<file path="src/sv/mnpc_pkg.sv">
// Shared types, constants and codes of the mesh node position commit unit.
// Used by every module of the block; depends on nothing else.
`default_nettype none
package mnpc_pkg;

   // Node record store.
   localparam int NODE_COUNT = 4096;
   localparam int NODE_AW    = $clog2(NODE_COUNT);
   localparam int COUNT_BITS = 8;
   localparam logic [COUNT_BITS-1:0] COUNT_MAX = {COUNT_BITS{1'b1}};

   // Queue between the arithmetic front and the record back.
   localparam int QDEPTH   = 8;
   localparam int QPTR_W   = $clog2(QDEPTH);
   localparam int CREDIT_W = $clog2(QDEPTH + 1);

   localparam logic signed [23:0] BOX_RESET = 24'sd131072;

   // Item kinds.
   localparam logic [1:0] KIND_COMMIT      = 2'd0;
   localparam logic [1:0] KIND_REINIT      = 2'd1;
   localparam logic [1:0] KIND_CLEAR_TOTAL = 2'd2;

   // Register indexes.
   localparam int CSR_IDX_W  = 3;
   localparam int CSR_DATA_W = 50;
   localparam logic [CSR_IDX_W-1:0] CSR_PLANE_A_NORMAL = 3'd0;
   localparam logic [CSR_IDX_W-1:0] CSR_PLANE_B_NORMAL = 3'd1;
   localparam logic [CSR_IDX_W-1:0] CSR_PLANE_A_OFFSET = 3'd2;
   localparam logic [CSR_IDX_W-1:0] CSR_PLANE_B_OFFSET = 3'd3;
   localparam logic [CSR_IDX_W-1:0] CSR_MOVE_THRESH_SQ = 3'd4;
   localparam logic [CSR_IDX_W-1:0] CSR_INACTIVE_LIMIT = 3'd5;

   typedef struct packed {
      logic [1:0]         kind;
      logic [11:0]        node_index;
      logic signed [23:0] cur_x;
      logic signed [23:0] cur_y;
      logic signed [23:0] cur_z;
      logic signed [23:0] prop_x;
      logic signed [23:0] prop_y;
      logic signed [23:0] prop_z;
   } req_type;

   typedef struct packed {
      logic               at_interface;
      logic               is_moving;
      logic signed [23:0] out_x;
      logic signed [23:0] out_y;
      logic signed [23:0] out_z;
      logic [7:0]         idle_count;
      logic [31:0]        stopped_total;
      logic signed [23:0] box_min_x;
      logic signed [23:0] box_min_y;
      logic signed [23:0] box_min_z;
      logic signed [23:0] box_max_x;
      logic [47:0]        box_max_packed_yz;
   } rsp_type;

   typedef struct packed {
      logic [47:0]        plane_a_normal;
      logic [47:0]        plane_b_normal;
      logic signed [23:0] plane_a_offset;
      logic signed [23:0] plane_b_offset;
      logic [49:0]        move_threshold_squared;
      logic [7:0]         inactive_limit;
   } cfg_type;

   // Classified item handed from the front to the back.
   typedef struct packed {
      logic [1:0]         kind;
      logic [11:0]        node_index;
      logic               iface;
      logic               short_move;
      logic signed [23:0] cur_x;
      logic signed [23:0] cur_y;
      logic signed [23:0] cur_z;
      logic signed [23:0] prop_x;
      logic signed [23:0] prop_y;
      logic signed [23:0] prop_z;
   } work_type;

   // Per-node activity record.
   typedef struct packed {
      logic                  moving;
      logic [COUNT_BITS-1:0] count;
   } rec_type;

   localparam rec_type REC_RESET = '{moving: 1'b1, count: '0};

endpackage
`default_nettype wire

</file>
<file path="src/sv/mnpc_queue.sv">
// Work queue between the front end and the record back end.
// A small circular buffer of classified items; depends on mnpc_pkg.
`default_nettype none
module mnpc_queue (
   input  logic               clock,
   input  logic               reset,
   input  logic               push,
   input  mnpc_pkg::work_type push_item,
   input  logic               pop,
   output mnpc_pkg::work_type head_item,
   output logic               empty,
   output logic               full
);
   import mnpc_pkg::*;

   work_type            slot_ff [QDEPTH];
   logic [QPTR_W-1:0]   wr_ptr_ff, wr_ptr_in, rd_ptr_ff, rd_ptr_in;
   logic [CREDIT_W-1:0] count_ff, count_in;
   logic                do_push, do_pop;

   assign empty     = (count_ff == '0);
   assign full      = (count_ff == CREDIT_W'(QDEPTH));
   assign do_push   = push && !full;
   assign do_pop    = pop && !empty;
   assign head_item = slot_ff[rd_ptr_ff];

   always_comb begin
      wr_ptr_in = wr_ptr_ff;
      rd_ptr_in = rd_ptr_ff;
      if (do_push) begin
         wr_ptr_in = (wr_ptr_ff == QPTR_W'(QDEPTH - 1)) ? '0 : wr_ptr_ff + 1'b1;
      end
      if (do_pop) begin
         rd_ptr_in = (rd_ptr_ff == QPTR_W'(QDEPTH - 1)) ? '0 : rd_ptr_ff + 1'b1;
      end
      count_in = count_ff + CREDIT_W'(do_push) - CREDIT_W'(do_pop);
   end

   always_ff @(posedge clock) begin
      if (reset) begin
         wr_ptr_ff <= '0;
         rd_ptr_ff <= '0;
         count_ff  <= '0;
      end else begin
         wr_ptr_ff <= wr_ptr_in;
         rd_ptr_ff <= rd_ptr_in;
         count_ff  <= count_in;
      end
   end

   always_ff @(posedge clock) begin
      if (do_push) begin
         slot_ff[wr_ptr_ff] <= push_item;
      end
   end

endmodule
`default_nettype wire

</file>
<file path="config.mk">
export PLATFORM = sky130hd
export DESIGN_NAME = mnpc_queue
export DESIGN_NICKNAME = d
export VERILOG_FILES = /design/src/sv/mnpc_pkg.sv /design/src/sv/mnpc_queue.sv
export SDC_FILE = /design/constraint.sdc
export NUM_CORES = 1
export LEC_CHECK = 0
export BUFFER_PORTS_ARGS = -buffer_cell sky130_fd_sc_hd__buf_2
export CORE_MARGIN = 2
export CORE_UTILIZATION = 25
export CTS_BUF_LIST = sky130_fd_sc_hd__clkbuf_8
export CTS_CLUSTER_SIZE = 30
export DETAILED_ROUTE_END_ITERATION = 7
export HOLD_SLACK_MARGIN = 0.06
export PLACE_DENSITY = 0.47
export SKIP_LAST_GASP = 1
export SYNTH_ARGS = -nofsm -noshare
export SYNTH_HDL_FRONTEND = slang
export SYNTH_SLANG_ARGS = --single-unit
</file>
<file path="constraint.sdc">
create_clock -name clock -period 24.3 [get_ports clock]
set_input_delay 2.43 -clock clock [delete_from_list [all_inputs] [get_ports clock]]
set_output_delay 2.43 -clock clock [all_outputs]
set_load 0.005 [all_outputs]
</file>
# Word-level counts from Yosys, hierarchy flattened
# Memory sizes are Yosys's and may differ from the RTL's. A register that Yosys moved wholly into a read port is not among the register bits.
# Index checks and enable logic that the tools add are counted.
# totals
memories,1
mem_bits_rw,1280
in_bits,164
reg_bits,10
# mem_list
memory,depth,word_bits,rd,rd_clocked_by_memory_dff,wr,line_no,text
slot_ff,8,160,1,1,1,mnpc_queue.sv:16,work_type slot_ff [QDEPTH];
# classes
n_mux,6
n_eq_ne,3
n_addsub,4
n_reduce_logical,5
# ops
op,n
2-to-1 mux 3 bit,4
adder 3 x 1 -> 3 bit (second input constant),2
equality test 3 bit (second input constant),2
adder 4 x 1 -> 4 bit,1
equality test 4 bit (second input constant),1
logical NOT 4 bit,1
subtractor 4 x 1 -> 4 bit,1
logical AND 1 bit,2
logical NOT 1 bit,2
2-to-1 mux 1 bit,2

# Longest topological paths before layout
# Gate-level depths: netlist of the first run.
# depth
depth_word,5
mapped_depth,12

# Worst setup path after synthesis of the first run
# Ideal clock, no wire load.
# synth_path
path_kind,input to register
startpoint,input port push
endpoint,"memory slot_ff[0][0] (netlist name), enable pin"
t_arrival_ps,17576
setup_time_ps,1071
t_required_ps,23229
stages,2
slack_ps,5653
cell_sequence,nand2_1 > nor4_1
# synth_via
elab_chain_len,3
# synth_rtl
element,line_no,text
"start, declared",mnpc_queue.sv:7,"input logic push,"
logical AND 1 bit,mnpc_queue.sv:23,assign do_push = push && !full;
2-to-1 mux 1 bit,mnpc_queue.sv:52,if (do_push) begin
2-to-1 mux 1 bit (not written as such),mnpc_queue.sv:53,slot_ff[wr_ptr_ff] <= push_item;
"end, declared",mnpc_queue.sv:16,
# No other way between the ends.

==> results of run 1 <==
[cell families after synthesis]
| group | synth area share, % |
|---|---|
| buffers and inverters | 1.545 |
| muxes | 18.85 |
| DFF | 78.83 |
| AOI/OAI and AO/OA | 0.1606 |
| xor gates and xnor gates | 0.01784 |
| adders and majority gates | 0.2956 |
| and+or+nand+nor | 0.3084 |
[area by class of cell]
type | instances | area share [%]
well taps | 2624 | 5.689
diodes | 6 | 0.02602
repair buffers | 372 | 3.430
multi-input cells | 535 | 16.78
clock buffers | 216 | 5.152
clock inverters | 176 | 1.778
flip-flops and latches | 1293 | 67.08
inverters | 10 | 0.06504
[flip-flops by register name (all words and copies together) (netlist names), named ones only]
name,count
slot_ff,1280
count_ff,4
rd_ptr_ff,3
wr_ptr_ff,3
[layer usage]
layer	vias to the layer above	wire length [um]	global-route usage, %
met2	597	61420	20.53
met5	-	88	0
li1	9422	-	-
met3	254	5774	2.806
met4	14	3322	4.054
met1	11730	47650	13.87
[stage by stage]
step	worst slack (ns)	std cells
floorplan	5.653	1929
global route	14.96	5230
global placement	16.45	4834
finish	15.68	5232
CTS	15.26	5226
detailed placement	16.34	4834
[how the worst min path moves through the flow]
stage / from / endpoint / cells past startpoint / slack [ns]
5_1_grt: rd_ptr_ff[2]$_SDFFE_PP0N_ / register / 2 / 0.53
3_5_place_dp: rd_ptr_ff[2]$_SDFFE_PP0N_ / register / 2 / 0.50
2_1_floorplan: rd_ptr_ff[1]$_SDFFE_PP0N_ / register / 2 / 0.47
4_1_cts: rd_ptr_ff[2]$_SDFFE_PP0N_ / register / 2 / 0.51
3_3_place_gp: rd_ptr_ff[0]$_SDFFE_PP0N_ / register / 2 / 0.48
6_report: rd_ptr_ff[2]$_SDFFE_PP0N_ / register / 2 / 0.51
[cell usage after synthesis, drive strengths merged]
| master | instances |
|---|---|
| a31o | 1 |
| o21ai | 6 |
| nand2 | 2 |
| nand2b | 3 |
| nand3 | 5 |
| dfxtp | 13 |
| mux2 | 160 |
| clkbuf | 21 |
| xor2 | 1 |
| ha | 10 |
| a21oi | 8 |
| inv | 10 |
| mux4 | 320 |
| or4 | 2 |
| buf | 70 |
| nand4b | 1 |
| nor3 | 4 |
| nor4 | 1 |
| or3b | 2 |
| fa | 1 |
| nor2b | 1 |
| edfxtp | 1280 |
| nor2 | 7 |
[placed cells by master (no fill, tap or decap), drive strengths merged]
| master | n |
|---|---|
| or4 | 2 |
| nand2 | 2 |
| or3b | 2 |
| o21ai | 6 |
| inv | 78 |
| clkinvlp | 6 |
| a21oi | 8 |
| fa | 1 |
| nor2b | 1 |
| diode | 6 |
| edfxtp | 1280 |
| mux2 | 160 |
| nor3 | 4 |
| nor2 | 7 |
| nor4 | 1 |
| nand2b | 3 |
| nand3 | 5 |
| mux4 | 320 |
| buf | 372 |
| bufinv | 6 |
| ha | 10 |
| nand4b | 1 |
| clkbuf | 216 |
| clkinv | 96 |
| xor2 | 1 |
| a31o | 1 |
| dfxtp | 13 |
[power breakdown]
part           leakage [nW]  switching [mW]  internal, mW
Combinational          4.15           0.398         0.374
Clock                  2.28           0.877         0.902
Sequential             11.7          0.0473          2.57
[tightest hold or removal path, cell delays in order (launching register included)]
cell	delay, ns
dfxtp_1	0.31
o21ai_0	0.07
a21oi_1	0.08
==> results.sh, run 1 <==
export IMPL_layout_nets=2601
export IMPL_arrival_ns=6.19
export IMPL_hold_path_class="reg2reg"
export IMPL_reg2reg_slack_ns=20.10
export IMPL_path_depth=7
export IMPL_synth_seq_area_share_pct=78.83
export IMPL_synthTopCellsByArea="edfxtp_1, mux4_2, mux2_2"
export IMPL_synth_top_area_share_pct=78.30
export IMPL_yosysTopAreaCell="edfxtp_1"
export IMPL_wirelength_um=118300
export IMPL_clk_latency_ns=0.94
export IMPL_fmax_mhz=116.0
export IMPL_max_cap_violations=0
export IMPL_vdd_ir_drop_max_mv=0.04855
export IMPL_ys_warn_count=0
export IMPL_end_kind="primary output"
export IMPL_r2r_start="count_ff[2]$_SDFF_PP0_"
export IMPL_io_pins=326
export IMPL_cts_buffers=214
export IMPL_ys_seq_elements=1293
export IMPL_final_seq_area_mm2=0.03871
export IMPL_vias=22020
export IMPL_synth_cell_types=28
export IMPL_viasPerCell=4.208
export IMPL_post_cts_buffers=0
export IMPL_grt_max_degree=65
export IMPL_crit_family="buffers and inverters"
export IMPL_required_ns=21.87
export IMPL_post_route_util_pct=29.60
export IMPL_slowest_delay_ns=0.93
export IMPL_fp_dieH_um=447.1
export IMPL_endpoint="head_item[110]"
export IMPL_synthCells=1929
export IMPL_grt_usage_pct=11.67
export IMPL_grt_pass1_vias=23840
export IMPL_cts_hold_repair_buffers=0
export IMPL_tightest_slew_ns=1.153
export IMPL_core_rowCount=162
export IMPL_drive_gt1_share_pct=41.74
export IMPL_setup_viol=0
export IMPL_crit_buf_inv=5
export IMPL_finalHoldViolations=0
export IMPL_synth_area_mm2=0.04909
export IMPL_route_detailed_drc=0
export IMPL_clkTransAtPathRegs_ns=0.06
export IMPL_relSlewSlack_pct=23.15
export IMPL_power_density_mw_per_mm2=89.64
export IMPL_ctsResizeCount=0
export IMPL_drt_iter0_markers=1232
export IMPL_finalCritPeriodShare_pct=35.47
export IMPL_place_gp_congestion=0.6727
export IMPL_cts_path_max_buffers=3
export IMPL_antenna_found_initial=39
export IMPL_dieWidth_um=447.1
export IMPL_nFillCells=19010
export IMPL_start_util_pct=25.18
export IMPL_rsz0062_at_grt="no"
export IMPL_multiInputGateArea_mm2=0.009686
export IMPL_fin_total_pwr_mw=5.173
export IMPL_total_leakage_power_nw=18.15
export IMPL_fin_skew_ns=0.04922
export IMPL_overflow=0
export IMPL_area_growth_pct=17.55
export IMPL_syn_avg_cell_area_um2=25.45
export IMPL_outcome="completed"
export IMPL_holdWs_ns=0.5109
export IMPL_dr_pass1_iters=5
export IMPL_grt_pass1_wl_um=166500
export IMPL_finalMaxSlewViolations=0
export IMPL_worst_path_most_repeated_cell="buf_4"
export IMPL_rr_worst_depth=8
export IMPL_r2r_end="slot_ff[7][113]$_DFFE_PP_"
export IMPL_htree_num_levels=4
export IMPL_fin_crit_ns=8.620
export IMPL_fin_area_mm2=0.05771
export IMPL_cts_sinks=1293
export IMPL_cp_max_fo=51
export IMPL_critPathKind="reg2out"
export IMPL_cts_root_buffer="clkbuf_8"
export IMPL_syn_nets=2104
export IMPL_port_buffers=325
export IMPL_setup_tns_ns=0
export IMPL_tritoncts="built"
export IMPL_place_area_mm2=0.05369
export IMPL_core_area_mm2=0.1950
export IMPL_routedWlPerCell_um=22.60
export IMPL_start_kind="register"
export IMPL_place_hpwl_um=62940
export IMPL_slowest_stage="buf_4"
export IMPL_critical_path_cell_chain="buf_4 > buf_4 > buf_4 > buf_4 > mux4_1 > mux2_2 > buf_2"
export IMPL_ant_nets=0
export IMPL_die_area_mm2=0.1999
Note: power is estimated with default switching activity, not from simulation.
==> inputs of run 2 (changes only) <==
--- a/config.mk
+++ b/config.mk
@@ -12,7 +12,7 @@
 export CTS_CLUSTER_SIZE = 30
 export DETAILED_ROUTE_END_ITERATION = 7
 export HOLD_SLACK_MARGIN = 0.06
-export PLACE_DENSITY = 0.47
+export PLACE_DENSITY = 0.48
 export SKIP_LAST_GASP = 1
 export SYNTH_ARGS = -nofsm -noshare
 export SYNTH_HDL_FRONTEND = slang
==> constraint.sdc (replaced) <==
create_clock -name clock -period 7.9 [get_ports clock]
set_input_delay 0.79 -clock clock [delete_from_list [all_inputs] [get_ports clock]]
set_output_delay 0.79 -clock clock [all_outputs]
set_load 0.005 [all_outputs]
==> results.sh, run 2 (synthesized netlist as in run 1, its figures left out) <==
export IMPL_outcome="completed"
export IMPL_fin_crit_ns=4.567
export IMPL_cts_sinks=1293
export IMPL_tritoncts="built"
export IMPL_cts_hold_repair_buffers=164
export IMPL_htree_num_levels=4
export IMPL_vdd_ir_drop_max_mv=0.1395
export IMPL_fp_dieH_um=447.1
export IMPL_dr_pass1_iters=4
export IMPL_clk_latency_ns=0.94
export IMPL_wirelength_um=115900
export IMPL_arrival_ns=3.78
export IMPL_total_leakage_power_nw=18.89
export IMPL_finalCritPeriodShare_pct=57.81
export IMPL_fin_cells=5386
export IMPL_reg2reg_slack_ns=4.58
export IMPL_port_buffers=325
export IMPL_slowest_delay_ns=0.90
export IMPL_largest_reg_flops=1280
export IMPL_dpl_worst_slack_ns=4.231
export IMPL_power_density_mw_per_mm2=273.7
export IMPL_post_cts_buffers=0
export IMPL_fmax_mhz=219.0
export IMPL_drive_gt1_share_pct=38.91
export IMPL_die_area_mm2=0.1999
export IMPL_grt_max_degree=141
export IMPL_setup_viol=0
export IMPL_routedWlPerCell_um=21.51
export IMPL_finalMaxSlewViolations=0
export IMPL_hold_depth=2
export IMPL_end_kind="primary output"
export IMPL_critical_path_cell_chain="buf_12 > mux4_1 > mux2_2 > buf_2"
export IMPL_clkTransAtPathRegs_ns=0.05
export IMPL_ctsResizeCount=0
export IMPL_rr_worst_depth=7
export IMPL_drt_iter0_markers=1388
export IMPL_overflow=0
export IMPL_start_util_pct=25.18
export IMPL_cp_max_fo=82
export IMPL_cts_root_buffer="clkbuf_8"
export IMPL_top_regs="slot_ff x1280, count_ff x4"
export IMPL_fin_ws_ns=3.333
export IMPL_critPathKind="reg2out"
export IMPL_area_growth_pct=21.56
export IMPL_place_hpwl_um=59930
export IMPL_relSlewSlack_pct=20.75
export IMPL_nFillCells=18810
export IMPL_r2r_start="count_ff[2]$_SDFF_PP0_"
export IMPL_antenna_found_initial=12
export IMPL_core_rowCount=162
export IMPL_dp_cells=4823
export IMPL_start_kind="register"
export IMPL_tightest_slew_ns=1.189
export IMPL_r2r_end="slot_ff[7][77]$_DFFE_PP_"
export IMPL_route_detailed_drc=0
export IMPL_final_cell_mix="edfxtp_1, buf_2, mux4_2, clkbuf_8, dlygate4sd3_1"
export IMPL_hp_start="rd_ptr_ff[2]$_SDFFE_PP0N_"
export IMPL_grt_usage_pct=11.47
export IMPL_finalHoldViolations=0
export IMPL_fin_skew_ns=0.05109
export IMPL_ant_nets=0
export IMPL_required_ns=7.11
export IMPL_hold_path_class="reg2reg"
export IMPL_cts_buffers=215
export IMPL_core_area_mm2=0.1950
export IMPL_top_register="slot_ff"
export IMPL_grt_pass1_wl_um=165700
export IMPL_place_gp_congestion=0.6687
export IMPL_cts_path_max_buffers=3
export IMPL_io_pins=326
export IMPL_grt_pass1_vias=24690
export IMPL_rsz0062_at_grt="no"
export IMPL_viasPerCell=4.184
export IMPL_slowest_stage="dfxtp_4"
export IMPL_dieWidth_um=447.1
export IMPL_layout_nets=2755
export IMPL_crit_buf_inv=2
export IMPL_final_common_cell="edfxtp_1"
export IMPL_vias=22540
export IMPL_crit_family="multiplexers"
export IMPL_max_cap_violations=0
## run 2: cell types whose count changed in the layout (fill, tap and decap cells not counted), moves of 7 or more
cell,delta
buf_12,+11
buf_4,-22
bufinv_16,+11
clkinv_1,+12
clkinv_2,-11
dlygate4sd3_1,+164
inv_1,-7
## run 2: routing by layer
layer  vias up  wire length, um  track usage [%]
met1     12100            46860            13.64
met3       210             5158            2.748
met5         -               73                0
met4        12             2895            4.124
met2       492            60890            20.12
li1       9720                -                -
## run 2: worst max path at each step
stage	startpoint	endpoint	slack [ns]	cells past startpoint
final	register	head_item[63]	3.33	4
after CTS	register	head_item[63]	3.09	4
after floorplan	push	slot_ff[2][0]$_DFFE_PP_	-4.78	2
after detailed placement	register	head_item[63]	4.23	4
after global routing	register	head_item[97]	3.01	4
after global placement	register	head_item[91]	4.27	4
## run 2: final cells by class
cell class              count  area (um^2)  area share (%)
clock inverters           176         1247           2.090
repair buffers            525         3676           6.160
well taps                2624         3283           5.502
inverters                  10        37.54         0.06290
flip-flops and latches   1293        38710           64.86
clock buffers             219         3014           5.051
multi-input cells         535         9701           16.26
diodes                      4        10.01         0.01677
## run 2: metrics by stage
| step | area (um^2) | power [mW] | util, % | hold WS, ns | TNS [ns] |
|---|---|---|---|---|---|
| 2_1_floorplan | 49100 | 9.722 | - | 0.4717 | -2854.23 |
| 3_3_place_gp | 53760 | 10.64 | 27.57 | 0.4965 | 0 |
| 3_5_place_dp | 53760 | 10.70 | 27.57 | 0.5121 | 0 |
| 4_1_cts | 59670 | 16.70 | 30.60 | 0.4821 | 0 |
| 5_1_grt | 59680 | 17.08 | 30.61 | 0.5639 | 0 |
| 6_report | 59680 | 16.33 | 30.61 | 0.5276 | 0 |
## run 2: worst register-to-register path, cell delays in order (launching register included)
cell and delay [ns]:
dfxtp_1 0.31, inv_1 0.06, ha_1 0.18, or3b_2 0.24, nand3_1 0.34, nor2_4 0.42, buf_4 0.57, buf_4 0.74
## run 2: power breakdown
group / leakage, nW / switching, mW / internal, mW / total [mW]
Combinational: 4.81 / 1.25 / 1.21 / 2.46
Clock: 2.36 / 2.68 / 3.14 / 5.82
Sequential: 11.7 / 0.127 / 7.92 / 8.04
Total: 18.9 / 4.06 / 12.3 / 16.3
